===== src/sv/mprc_pkg.sv =====
// Package for the mesh receive packet classifier.
// Holds the transaction payload types, action, type and register codes.
// No dependencies.
package mprc_pkg;

   typedef struct packed {
      logic [7:0] net_src;
      logic [7:0] net_dst;
      logic [2:0] pkt_type;
      logic       ack_flag;
      logic [7:0] hop_count;
      logic [1:0] sub_kind;
      logic [7:0] packet_id;
   } mprc_req_type;

   typedef struct packed {
      logic [3:0]  action;
      logic [2:0]  out_type;
      logic [7:0]  out_src;
      logic [7:0]  out_dst;
      logic [7:0]  out_hop;
      logic [1:0]  out_sub;
      logic        out_ack;
      logic [7:0]  out_id;
      logic [31:0] delivered_count;
      logic [31:0] drop_count;
      logic [31:0] hop_drop_count;
   } mprc_rsp_type;

   localparam logic [3:0] ACT_DELIVER   = 4'd0;
   localparam logic [3:0] ACT_PING_REP  = 4'd1;
   localparam logic [3:0] ACT_ROUTE_RSP = 4'd2;
   localparam logic [3:0] ACT_FORWARD   = 4'd3;
   localparam logic [3:0] ACT_FWD_RSP   = 4'd4;
   localparam logic [3:0] ACT_DUP_DROP  = 4'd5;
   localparam logic [3:0] ACT_HOP_DROP  = 4'd6;
   localparam logic [3:0] ACT_TYPE_DROP = 4'd7;
   localparam logic [3:0] ACT_NONE      = 4'd8;

   localparam logic [2:0] PKT_DATA     = 3'd0;
   localparam logic [2:0] PKT_DATA_ACK = 3'd1;
   localparam logic [2:0] PKT_PING     = 3'd2;
   localparam logic [2:0] PKT_ROUTE    = 3'd3;

   localparam logic [1:0] SUB_REQUEST  = 2'd0;
   localparam logic [1:0] SUB_RESPONSE = 2'd1;

   localparam int         CSR_ADDR_W     = 4;
   localparam logic [1:0] REG_LOCAL_ADDR = 2'd0;
   localparam logic [1:0] REG_BCAST_ADDR = 2'd1;
   localparam logic [1:0] REG_HOP_LIMIT  = 2'd2;

   localparam logic [7:0] LOCAL_ADDR_RST = 8'd0;
   localparam logic [7:0] BCAST_ADDR_RST = 8'd255;
   localparam logic [7:0] HOP_LIMIT_RST  = 8'd8;

endpackage


===== src/sv/mprc_req_if.sv =====
// Channel interface for received packet headers.
// Depends on mprc_pkg for the payload type.
interface mprc_req_if import mprc_pkg::*; ();
   logic         valid;
   logic         ready;
   mprc_req_type data;

   modport source (output valid, output data, input ready);
   modport sink (input valid, input data, output ready);
endinterface


===== src/sv/mprc_rsp_if.sv =====
// Channel interface for classification results.
// Depends on mprc_pkg for the payload type.
interface mprc_rsp_if import mprc_pkg::*; ();
   logic         valid;
   logic         ready;
   mprc_rsp_type data;

   modport source (output valid, output data, input ready);
   modport sink (input valid, input data, output ready);
endinterface


===== src/sv/mesh_rx_packet_classifier_unit.sv =====
// Top level of the mesh receive packet classifier.
// Depends on mprc_pkg, mprc_req_if and mprc_rsp_if.
//
// Channel   Direction  Handshake            Contents
// req_ch    in         valid/ready          one received header per transaction
// rsp_ch    out        valid/ready          action, outgoing header, counters
// APB       in         psel/penable/pready  local address, broadcast address, hop limit
//
// One transaction per cycle is sustained while rsp_ch is not stalled. A result is offered after acceptance:
// the id memory is read as the header is accepted, and the decision is registered from both.
// The most recent id write is held and forwarded to the reader when it hits the same entry.
// Reset clears counters and the per-source valid bits and loads the configuration defaults.
// A stalled result holds the decision stage, which then stops new acceptance.
module mesh_rx_packet_classifier_unit import mprc_pkg::*; #(
   parameter int NODE_COUNT = 256
) (
   input  logic                  clock,
   input  logic                  reset,
   mprc_req_if.sink              req_ch,
   mprc_rsp_if.source            rsp_ch,
   input  logic                  psel,
   input  logic                  penable,
   input  logic                  pwrite,
   input  logic [CSR_ADDR_W-1:0] paddr,
   input  logic [31:0]           pwdata,
   output logic [31:0]           prdata,
   output logic                  pready
);

   localparam int         IDX_W    = (NODE_COUNT > 1) ? $clog2(NODE_COUNT) : 1;
   localparam logic [8:0] NODE_LIM = 9'(NODE_COUNT);

   logic [7:0] local_addr_ff;
   logic [7:0] bcast_addr_ff;
   logic [7:0] hop_limit_ff;

   logic              s1_valid_ff;
   mprc_req_type      s1_pkt_ff;
   logic [7:0]        rd_id_ff;
   logic [7:0]        id_mem [NODE_COUNT];
   logic [NODE_COUNT-1:0] seen_ff;
   logic              fwd_valid_ff;
   logic [IDX_W-1:0]  fwd_idx_ff;
   logic [7:0]        fwd_id_ff;

   logic [31:0] delivered_ff, delivered_in;
   logic [31:0] dropped_ff, dropped_in;
   logic [31:0] hop_dropped_ff, hop_dropped_in;

   logic         rsp_valid_ff;
   mprc_rsp_type rsp_data_ff, rsp_data_in;

   logic             req_fire;
   logic             s1_adv;
   logic [IDX_W-1:0] rd_idx;
   logic [IDX_W-1:0] s1_idx;
   logic             in_table;
   logic [7:0]       stored_id;
   logic             dup;
   logic             store_en;
   logic             csr_wr;

   assign csr_wr = psel & penable & pwrite & pready;
   assign pready = 1'b1;

   always_comb begin
      case (paddr[3:2])
         REG_LOCAL_ADDR: prdata = {24'd0, local_addr_ff};
         REG_BCAST_ADDR: prdata = {24'd0, bcast_addr_ff};
         REG_HOP_LIMIT:  prdata = {24'd0, hop_limit_ff};
         default:        prdata = 32'd0;
      endcase
   end

   always_ff @(posedge clock) begin
      if (reset) begin
         local_addr_ff <= LOCAL_ADDR_RST;
         bcast_addr_ff <= BCAST_ADDR_RST;
         hop_limit_ff  <= HOP_LIMIT_RST;
      end else if (csr_wr) begin
         case (paddr[3:2])
            REG_LOCAL_ADDR: local_addr_ff <= pwdata[7:0];
            REG_BCAST_ADDR: bcast_addr_ff <= pwdata[7:0];
            REG_HOP_LIMIT:  hop_limit_ff  <= pwdata[7:0];
            default: ;
         endcase
      end
   end

   assign s1_adv       = s1_valid_ff & (~rsp_valid_ff | rsp_ch.ready);
   assign req_ch.ready = ~s1_valid_ff | s1_adv;
   assign req_fire     = req_ch.valid & req_ch.ready;
   assign rd_idx       = req_ch.data.net_src[IDX_W-1:0];
   assign s1_idx       = s1_pkt_ff.net_src[IDX_W-1:0];
   assign in_table     = {1'b0, s1_pkt_ff.net_src} < NODE_LIM;

   assign stored_id = (fwd_valid_ff && fwd_idx_ff == s1_idx) ? fwd_id_ff : rd_id_ff;
   assign dup = in_table & seen_ff[s1_idx] & (stored_id == s1_pkt_ff.packet_id);

   always_comb begin
      rsp_data_in    = '0;
      rsp_data_in.action = ACT_NONE;
      delivered_in   = delivered_ff;
      dropped_in     = dropped_ff;
      hop_dropped_in = hop_dropped_ff;
      store_en       = 1'b0;
      if (s1_pkt_ff.net_dst == local_addr_ff || s1_pkt_ff.net_dst == bcast_addr_ff) begin
         if (s1_pkt_ff.pkt_type == PKT_DATA ||
             (s1_pkt_ff.pkt_type == PKT_PING && s1_pkt_ff.ack_flag)) begin
            delivered_in         = delivered_ff + 32'd1;
            rsp_data_in.action   = ACT_DELIVER;
            rsp_data_in.out_type = s1_pkt_ff.pkt_type;
            rsp_data_in.out_src  = s1_pkt_ff.net_src;
            rsp_data_in.out_dst  = s1_pkt_ff.net_dst;
            rsp_data_in.out_hop  = s1_pkt_ff.hop_count;
            rsp_data_in.out_sub  = s1_pkt_ff.sub_kind;
            rsp_data_in.out_ack  = s1_pkt_ff.ack_flag;
            rsp_data_in.out_id   = s1_pkt_ff.packet_id;
         end else if (s1_pkt_ff.pkt_type == PKT_DATA_ACK) begin
            rsp_data_in.action = ACT_NONE;
         end else if (s1_pkt_ff.pkt_type == PKT_PING) begin
            rsp_data_in.action   = ACT_PING_REP;
            rsp_data_in.out_type = PKT_PING;
            rsp_data_in.out_src  = local_addr_ff;
            rsp_data_in.out_dst  = s1_pkt_ff.net_src;
            rsp_data_in.out_ack  = 1'b1;
         end else if (s1_pkt_ff.pkt_type == PKT_ROUTE) begin
            if (s1_pkt_ff.sub_kind == SUB_REQUEST) begin
               if (dup) begin
                  rsp_data_in.action = ACT_DUP_DROP;
               end else begin
                  store_en             = in_table;
                  rsp_data_in.action   = ACT_ROUTE_RSP;
                  rsp_data_in.out_type = PKT_ROUTE;
                  rsp_data_in.out_src  = local_addr_ff;
                  rsp_data_in.out_dst  = s1_pkt_ff.net_src;
                  rsp_data_in.out_hop  = s1_pkt_ff.hop_count;
                  rsp_data_in.out_sub  = SUB_RESPONSE;
                  rsp_data_in.out_ack  = s1_pkt_ff.ack_flag;
                  rsp_data_in.out_id   = s1_pkt_ff.packet_id;
               end
            end
         end else begin
            dropped_in         = dropped_ff + 32'd1;
            rsp_data_in.action = ACT_TYPE_DROP;
         end
      end else if (s1_pkt_ff.hop_count < hop_limit_ff) begin
         if (s1_pkt_ff.pkt_type != PKT_ROUTE || s1_pkt_ff.sub_kind == SUB_RESPONSE) begin
            rsp_data_in.action   = (s1_pkt_ff.pkt_type == PKT_ROUTE) ? ACT_FWD_RSP
                                                                     : ACT_FORWARD;
            rsp_data_in.out_type = s1_pkt_ff.pkt_type;
            rsp_data_in.out_src  = s1_pkt_ff.net_src;
            rsp_data_in.out_dst  = s1_pkt_ff.net_dst;
            rsp_data_in.out_hop  = (s1_pkt_ff.pkt_type == PKT_ROUTE) ? s1_pkt_ff.hop_count
                                                                     : s1_pkt_ff.hop_count + 8'd1;
            rsp_data_in.out_sub  = s1_pkt_ff.sub_kind;
            rsp_data_in.out_ack  = s1_pkt_ff.ack_flag;
            rsp_data_in.out_id   = s1_pkt_ff.packet_id;
         end
      end else begin
         hop_dropped_in     = hop_dropped_ff + 32'd1;
         dropped_in         = dropped_ff + 32'd1;
         rsp_data_in.action = ACT_HOP_DROP;
      end
      rsp_data_in.delivered_count = delivered_in;
      rsp_data_in.drop_count      = dropped_in;
      rsp_data_in.hop_drop_count  = hop_dropped_in;
   end

   always_ff @(posedge clock) begin
      if (req_fire) begin
         rd_id_ff <= id_mem[rd_idx];
      end
      if (s1_adv && store_en) begin
         id_mem[s1_idx] <= s1_pkt_ff.packet_id;
      end
   end

   always_ff @(posedge clock) begin
      if (reset) begin
         s1_valid_ff    <= 1'b0;
         rsp_valid_ff   <= 1'b0;
         fwd_valid_ff   <= 1'b0;
         seen_ff        <= '0;
         delivered_ff   <= 32'd0;
         dropped_ff     <= 32'd0;
         hop_dropped_ff <= 32'd0;
      end else begin
         if (req_fire) begin
            s1_valid_ff <= 1'b1;
         end else if (s1_adv) begin
            s1_valid_ff <= 1'b0;
         end
         if (s1_adv) begin
            rsp_valid_ff <= 1'b1;
         end else if (rsp_ch.ready) begin
            rsp_valid_ff <= 1'b0;
         end
         if (s1_adv) begin
            delivered_ff   <= delivered_in;
            dropped_ff     <= dropped_in;
            hop_dropped_ff <= hop_dropped_in;
         end
         if (s1_adv && store_en) begin
            fwd_valid_ff    <= 1'b1;
            seen_ff[s1_idx] <= 1'b1;
         end
      end
   end

   always_ff @(posedge clock) begin
      if (req_fire) begin
         s1_pkt_ff <= req_ch.data;
      end
      if (s1_adv) begin
         rsp_data_ff <= rsp_data_in;
      end
      if (s1_adv && store_en) begin
         fwd_idx_ff <= s1_idx;
         fwd_id_ff  <= s1_pkt_ff.packet_id;
      end
   end

   assign rsp_ch.valid = rsp_valid_ff;
   assign rsp_ch.data  = rsp_data_ff;

endmodule

===== src/flat_wrapper.sv =====
// flat-port wrapper written by rule: the top's interface ports become plain ports
module mesh_rx_packet_classifier_unit_flat import mprc_pkg::*;
#(
   parameter int NODE_COUNT = 256
)
  (clock, reset, psel, penable, pwrite, paddr, pwdata, prdata, pready, req_ch_valid, req_ch_data, req_ch_ready, rsp_ch_valid, rsp_ch_data, rsp_ch_ready);
  mprc_req_if req_ch_i ();
  mprc_rsp_if rsp_ch_i ();
  input  logic clock;
  input  logic reset;
  input  logic psel;
  input  logic penable;
  input  logic pwrite;
  input  logic [CSR_ADDR_W-1:0] paddr;
  input  logic [31:0] pwdata;
  output logic [31:0] prdata;
  output logic pready;
  input wire logic [$bits(req_ch_i.valid)-1:0] req_ch_valid;
  input wire logic [$bits(req_ch_i.data)-1:0] req_ch_data;
  output wire logic [$bits(req_ch_i.ready)-1:0] req_ch_ready;
  output wire logic [$bits(rsp_ch_i.valid)-1:0] rsp_ch_valid;
  output wire logic [$bits(rsp_ch_i.data)-1:0] rsp_ch_data;
  input wire logic [$bits(rsp_ch_i.ready)-1:0] rsp_ch_ready;
  assign req_ch_i.valid = req_ch_valid;
  assign req_ch_i.data = req_ch_data;
  assign req_ch_ready = req_ch_i.ready;
  assign rsp_ch_valid = rsp_ch_i.valid;
  assign rsp_ch_data = rsp_ch_i.data;
  assign rsp_ch_i.ready = rsp_ch_ready;
  mesh_rx_packet_classifier_unit #(.NODE_COUNT(NODE_COUNT)) u_core (.clock(clock), .reset(reset), .req_ch(req_ch_i), .rsp_ch(rsp_ch_i), .psel(psel), .penable(penable), .pwrite(pwrite), .paddr(paddr), .pwdata(pwdata), .prdata(prdata), .pready(pready));
endmodule

===== config.mk =====
export PLATFORM = sky130hd
export DESIGN_NAME = mesh_rx_packet_classifier_unit_flat
export DESIGN_NICKNAME = d
export VERILOG_FILES = /design/src/sv/mprc_pkg.sv /design/src/sv/mprc_req_if.sv /design/src/sv/mprc_rsp_if.sv /design/src/sv/mesh_rx_packet_classifier_unit.sv /design/src/flat_wrapper.sv
export SDC_FILE = /design/constraint.sdc
export NUM_CORES = 2
export LEC_CHECK = 0
export BUFFER_PORTS_ARGS = -buffer_cell sky130_fd_sc_hd__buf_2
export CAP_MARGIN = 15
export CORE_ASPECT_RATIO = 0.7
export CORE_MARGIN = 4
export CORE_UTILIZATION = 55
export DETAILED_ROUTE_END_ITERATION = 16
export MAX_ROUTING_LAYER = met4
export PLACE_DENSITY = 0.71
export RECOVER_POWER = 100
export SLEW_MARGIN = 20
export SYNTH_ARGS = -nofsm -noshare
export SYNTH_HDL_FRONTEND = slang
export SYNTH_SLANG_ARGS = --single-unit

===== constraint.sdc =====
create_clock -name clock -period 7.1 [get_ports clock]
set_clock_uncertainty 0.05 [all_clocks]
set_input_delay 0 -clock clock [delete_from_list [all_inputs] [get_ports clock]]
set_output_delay 0 -clock clock [all_outputs]
set_load 0.02 [all_outputs]

# Yosys cells after proc, flatten, opt, wreduce, memory -nomap -nowiden
# Memories as Yosys holds them, arrays and structs flattened. A register that Yosys moved wholly into a read port is not among the register bits.
# Cells that the tools add are included.
[word_totals] out_inout_bits=173 reg_bits=571 ramBits=2048 inputBits=81 wordCells=121 memories=1 romBits=0 latchBits=0
[classes] n_addsub=4 eq_ne=11 n_reduce_logical=15 bitwise=10 n_mul=0 div_mod_pow=0 muxes=47 shifts=0 order_cmp=3
[mem_list] memory="u_core.id_mem" words=256 width=8 read_ports=1 rd_clocked_by_memory_dff=1 wr=1 line="mesh_rx_packet_classifier_unit.sv:40" rtl="logic [7:0] id_mem [NODE_COUNT];"
[ops] operator="$mux 32" n=10
[ops] operator="$or 256x256->256" n=1
[ops] operator="$mux 42" n=4
[ops] operator="$mux 38" n=3
[ops] operator="$add 32x1->32 const B" n=3
[ops] operator="$mux 37" n=1
[ops] operator="$eq 8x8->1" n=4
[ops] operator="$mux 8" n=3
[ops] operator="$pmux 8 s3" n=1
[ops] operator="$mux 23" n=1
[ops] operator="$mux 1" n=16
[ops] operator="$mux 4" n=3
[ops] operator="$mux 10" n=1
[ops] operator="$lt 8x9->1 const B" n=1
[ops] operator="$add 8x1->8 const B" n=1
[ops] operator="$bmux 1 s8" n=1
[ops] operator="$demux 1 s8" n=1
[ops] operator="$ge 8x1->1 const B" n=1
[ops] operator="$lt 8x8->1" n=1
[ops] operator="$eq 3x2->1 const B" n=2
[ops] operator="$mux 3" n=2
[ops] operator="$reduce_and 2->1" n=3
[ops] operator="$and 1x1->1" n=5
[ops] operator="$eq 2x1->1 const B" n=2
[ops] operator="10 further kinds" n=19

# Longest topological paths before layout
[depth] word_depth=15 depth_mapped=14 ltp_nobuf=9

# Worst setup path after synthesis
# Ideal clock, no wire load.
[synth_path] path_type="flip-flop to flip-flop" from="register u_core.s1_pkt_ff[0] (netlist bit)" to="memory u_core.id_mem[102][0], enable pin" slack_ns=1.032 synth_period_minus_slack_ns=6.068 t_arrival_ns=5.634 required_time_ns=6.667 setup_ns=0.383 n_path_buf=3 stages_incl_launch_ff=10 cell_sequence="edfxtp_1 > a222oi_1 > nand4_1 > mux2i_1 > o2111ai_1 > o31ai_4 > buf_6 > buf_2 > buf_2 > nor3_1"
[synth_via] elab_chain_len=12
[synth_lines] item="start, declared" line="mesh_rx_packet_classifier_unit.sv:38" rtl="mprc_req_type s1_pkt_ff;"
[synth_lines] item="start signal, assigned" line="mesh_rx_packet_classifier_unit.sv:213" rtl="s1_pkt_ff <= req_ch.data;"
[synth_lines] item="$eq 8x8->1" line="mesh_rx_packet_classifier_unit.sv:98" rtl="assign dup = in_table & seen_ff[s1_idx] & (stored_id == s1_pkt_ff.packet_id);"
[synth_lines] item="$and 1x1->1" line="mesh_rx_packet_classifier_unit.sv:98"
[synth_lines] item="$mux 1" line="mesh_rx_packet_classifier_unit.sv:129" rtl="if (dup) begin"
[synth_lines] item="$mux 1" line="mesh_rx_packet_classifier_unit.sv:128" rtl="if (s1_pkt_ff.sub_kind == SUB_REQUEST) begin"
[synth_lines] item="$mux 1" line="mesh_rx_packet_classifier_unit.sv:127" rtl="end else if (s1_pkt_ff.pkt_type == PKT_ROUTE) begin"
[synth_lines] item="$mux 1" line="mesh_rx_packet_classifier_unit.sv:121" rtl="end else if (s1_pkt_ff.pkt_type == PKT_PING) begin"
[synth_lines] item="$mux 1" line="mesh_rx_packet_classifier_unit.sv:119" rtl="end else if (s1_pkt_ff.pkt_type == PKT_DATA_ACK) begin"
[synth_lines] item="$mux 1" line="mesh_rx_packet_classifier_unit.sv:108" rtl="if (s1_pkt_ff.pkt_type == PKT_DATA ||"
[synth_lines] item="$mux 1" line="mesh_rx_packet_classifier_unit.sv:107" rtl="if (s1_pkt_ff.net_dst == local_addr_ff || s1_pkt_ff.net_dst == bcast_addr_ff) begin"
[synth_lines] item="$logic_and 1x1->1" line="mesh_rx_packet_classifier_unit.sv:174" rtl="if (s1_adv && store_en) begin"
[synth_lines] item="$mux 1" line="mesh_rx_packet_classifier_unit.sv:174"
[synth_lines] item="$mux 1 (not written as such)" line="mesh_rx_packet_classifier_unit.sv:175" rtl="id_mem[s1_idx] <= s1_pkt_ff.packet_id;"
[synth_lines] item="end, declared" line="mesh_rx_packet_classifier_unit.sv:40"
# Every way passes these cells.

# Worst setup path in the final report
[layout_path] from="register u_core.s1_pkt_ff, in the netlist u_core.s1_idx[0]" to="memory u_core.id_mem[2][5], enable pin"
[layout_via] elab_chain_len=15 elab_cells_between_ends=17 cone_classes="2 x eq/ne; 12 x mux; 1 x bitwise; 2 x reduce/logical"
[layout_lines] item="branches (longest 15 deep; another with $bmux 1 s8)"
# Several ways; the timed one is not identified. The select of a mux whose other input is x is not followed.

==> run summary <==
Area Overhead vs Synth -> 12.0%
Slew headroom -> -2.09
Post-CTS Repair Setup Buffers -> 0
Worst EP arrival -> 6.28 ns
Highest Signal Layer -> met4
Main synth FF type -> edfxtp_1
Worst path cell trace -> clkbuf_1 > mux4_2 > mux4_2 > o21a_1 > a211oi_2 > o31ai_4 > buf_16 > buf_12 > clkbuf_1 > nor3_1 > clkbuf_1
Routed vias -> 56900
Top-area cell type share of the netlist area -> 0.642
Fin nets -> 6187
Final max-slew violation count -> 1918
H-Tree Depth -> 4
Crit Reg-Reg Endpoint -> u_core.id_mem[2][5]
Root Driver -> clkbuf_16
Yosys reg bits -> 2627
Post-synth EDFFs -> 2248
Gpl congestion -> 0.892
Critical-path top delay cell -> clkbuf_1
Total of max-cap violations -> 24
Starting Density -> 0.556
Tmin final -> 5.85 ns
Gr usage total -> 0.268
Mapped Cells -> 5664
Antenna Nets Post-Route -> 0
Startpoint Class -> flip-flop
Max Clock Freq -> 0.171 GHz
Avg Synthesized Cell Area -> 18.6 um^2
Worst Path Required -> 7.53 ns
Number of fillers in the final layout -> 13100
Worst Reg-to-Reg Cells -> 11
Port bufs -> 202
Placed Cells -> 8248
CP max FO -> 80
Netlist Area Pre-Place -> 105000 um^2
Status -> finished with violations
Yosys warns -> 0
Pin count of the biggest net entering global routing -> 217
Boundary Pins -> 254
Remaining DRCs -> 0
Min-delay src -> req_ch_data[34]
Synth area leader -> edfxtp_1
Clk sinks -> 2627
Crit path kind -> reg2reg
Drt pass-1 iters -> 8
Area contributors post-synth -> edfxtp_1 (64%), mux4_2 (16%), dfxtp_1 (7.2%)
Crit-path max cell delay -> 1.16 ns
Hold endpoint -> u_core.s1_idx[4]
Worst-Margin Slew -> 4.63 ns
TritonCTS buffer count -> 236
Post-CTS resize count -> 0
Initial antenna violation count -> 16
Area of the die -> 198000 um^2
Layout cells sized above 1 -> 0.204
Post-synthesis sequential area ratio -> 0.715
Distinct cell type count after synthesis -> 68
Final wirelength -> 259000 um
DIE HEIGHT -> 374 um
Wire length on met3 -> 28900 um
Core Area -> 189000 um^2
Setup_tns -> 0 ns
Met2 Wirelength -> 117000 um
Clk slew on worst S/H paths -> 0.07 ns
Buf/Inv on CP -> 5
Pwr dens -> 265 nW/um^2
CTS tree -> built
Final setup viols -> 0
Final period utilization -> 0.824
Crit. End Element -> flip-flop
1st-iter DRT viols -> 7846
First-pass GRT wire length -> 382000 um
Hold crit path type -> in2reg
Leakage Power -> 36.5 nW
RSZ-0062 raised after global routing -> no
Fin cells -> 8793
Total gr overflow -> 0
Failing checks -> capacitance limit, slew limit
R2R Setup Slk -> 1.25 ns
Cell mode on critical path -> clkbuf_1
Max Buffers Root-to-Sink -> 4
VDD IR max -> 367 uV
Worst setup startpoint -> u_core.s1_idx[0]
Vias in the first global route -> 55400
Delay-heaviest family, CP -> buffers and inverters
Final hold violation count -> 0
Hold Path Depth -> 2
Via-per-instance ratio -> 6.47
Clk_lat worst skew -> 0.87 ns
Met1 WL -> 106000 um
Wire per inst -> 29.4 um
Row Count -> 133
FFs w/ async S/R, synth -> 0
Worst R2R Start -> u_core.s1_idx[0]
Die width -> 530 um
Post-DP HPWL -> 153000 um
==> cells in the mapped netlist, types with 6 or more instances <==
master / number
edfxtp_1: 2248
mux4_2: 735
dfxtp_1: 379
nor3_1: 291
clkbuf_1: 266
o31ai_1: 249
nand2b_1: 222
nand2_1: 163
nor2_1: 155
xnor2_1: 88
a21oi_1: 79
xor2_1: 75
buf_1: 68
nand3_1: 67
buf_2: 61
mux2i_1: 57
inv_1: 45
o21ai_0: 44
nand4_1: 43
o21ba_2: 42
or4_1: 36
buf_4: 29
and2_1: 22
and3_1: 20
or3_1: 20
a22oi_1: 15
nor2b_1: 12
ha_1: 11
o21ai_1: 11
nor4_1: 10
a21o_1: 9
or2_2: 9
a31oi_1: 8
nand3b_1: 8
a41oi_1: 6
==> report_power, final <==
part / internal, mW / switching, mW
sequential: 16.8 / 0.0481
clock: 7.14 / 5.50
combinational: 0.616 / 1.09
==> flip-flops by register name, summed over array words and instances, names as in the netlist <==
| register | count |
|---|---|
| u_core.fwd_valid_ff | 1 |
| u_core.bcast_addr_ff | 8 |
| u_core.rd_id_ff | 8 |
| u_core.seen_ff | 256 |
| u_core.rsp_ch.data | 138 |
| u_core.fwd_idx_ff | 8 |
| u_core.dropped_ff | 32 |
| u_core.s1_valid_ff | 1 |
| u_core.hop_limit_ff | 8 |
| u_core.fwd_id_ff | 8 |
| u_core.s1_pkt_ff | 30 |
| u_core.rsp_ch.valid | 1 |
| u_core.id_mem | 2048 |
| u_core.local_addr_ff | 8 |
| u_core.s1_idx | 8 |
| u_core.hop_dropped_ff | 32 |
| u_core.delivered_ff | 32 |
==> repair_timing <==
item / in CTS / in global routing
hold buffers: 106 / 0
hold endpoints to repair: 307 / 0
endpoints found under the setup margin: 0 / 0
==> cell type report <==
type                            instances  area [um^2]  area share
Antenna cell                            7         17.5    0.000149
Sequential cell                      2627        75100       0.638
Inverter                               47          178     0.00151
Clock inverter                        125         1150     0.00975
Multi-Input combinational cell       2584        28100       0.239
Tap cell                             2497         3120      0.0265
Timing Repair Buffer                  599         3590      0.0305
Clock buffer                          307         6460      0.0548
==> metrics by stage <==
step / utilization / hold slack (ns) / area [um^2] / setup slack, ns / total power, mW
after global routing: 0.623 / 0.168 / 118000 / 0.887 / 32.2
final: 0.623 / 0.189 / 118000 / 1.25 / 31.2
after CTS: 0.630 / 0.0372 / 119000 / 1.77 / 31.4
after floorplan: - / 0.0489 / 105000 / 1.03 / 18.3
after global placement: 0.582 / 0.128 / 110000 / 1.91 / 18.8
after detailed placement: 0.584 / 0.128 / 110000 / 1.80 / 18.9
==> layout by cell type (no fill, tap or decap), types with 9 or more instances in the layout <==
cell	n
mux2i_1	57
nor2_1	155
or4_1	36
conb_1	25
and2_1	17
buf_4	63
nor4_1	10
dfxtp_1	379
buf_12	18
nor2b_1	12
xnor2_1	88
xor2_1	75
clkbuf_8	22
nor3_1	291
dlygate4sd3_1	106
and3_1	20
o21ai_0	55
mux4_2	735
inv_1	44
a22oi_1	15
clkinv_2	43
a21oi_1	78
clkinvlp_4	10
or3_1	20
nand3_1	63
nand4_1	43
o21ba_2	42
buf_2	44
ha_1	11
nand2_1	162
clkinv_1	47
bufinv_16	21
o31ai_1	249
clkbuf_1	400
edfxtp_1	2248
clkbuf_16	239
a21o_1	9
nand2b_1	221
==> per-layer routing <==
layer / global-route usage / vias up
met5: - / -
met4: 0.0657 / 0
met3: 0.0577 / 453
met2: 0.377 / 3038
met1: 0.405 / 29600
li1: - / 23800
==> cell families (layout without fill, tap and decap cells) <==
family                     count (synthesis)  count (layout)  share of synthesized area
muxes                                    797             797                      0.163
AOI/OAI and AO/OA                        497             497                     0.0340
and+or+nand+nor                         1091            1091                     0.0538
other                                      2              32                  0.0000715
adders and majority gates                 11              11                    0.00131
buffers and inverters                    476            1078                     0.0191
xor gates and xnor gates                 163             163                     0.0136
DFF                                     2627            2627                      0.715
==> how the worst max path moves through the flow <==
stage / to / slack [ns] / depth (start not counted)
floorplan: u_core.id_mem[102][0] / 1.03 / 9
global placement: u_core.id_mem[93][1] / 1.91 / 8
detailed placement: u_core.id_mem[4][4] / 1.80 / 9
finish: u_core.id_mem[2][5] / 1.25 / 11
CTS: u_core.id_mem[4][1] / 1.77 / 9
global route: u_core.id_mem[84][6] / 0.89 / 12
Note: power is estimated with default switching activity, not from simulation.
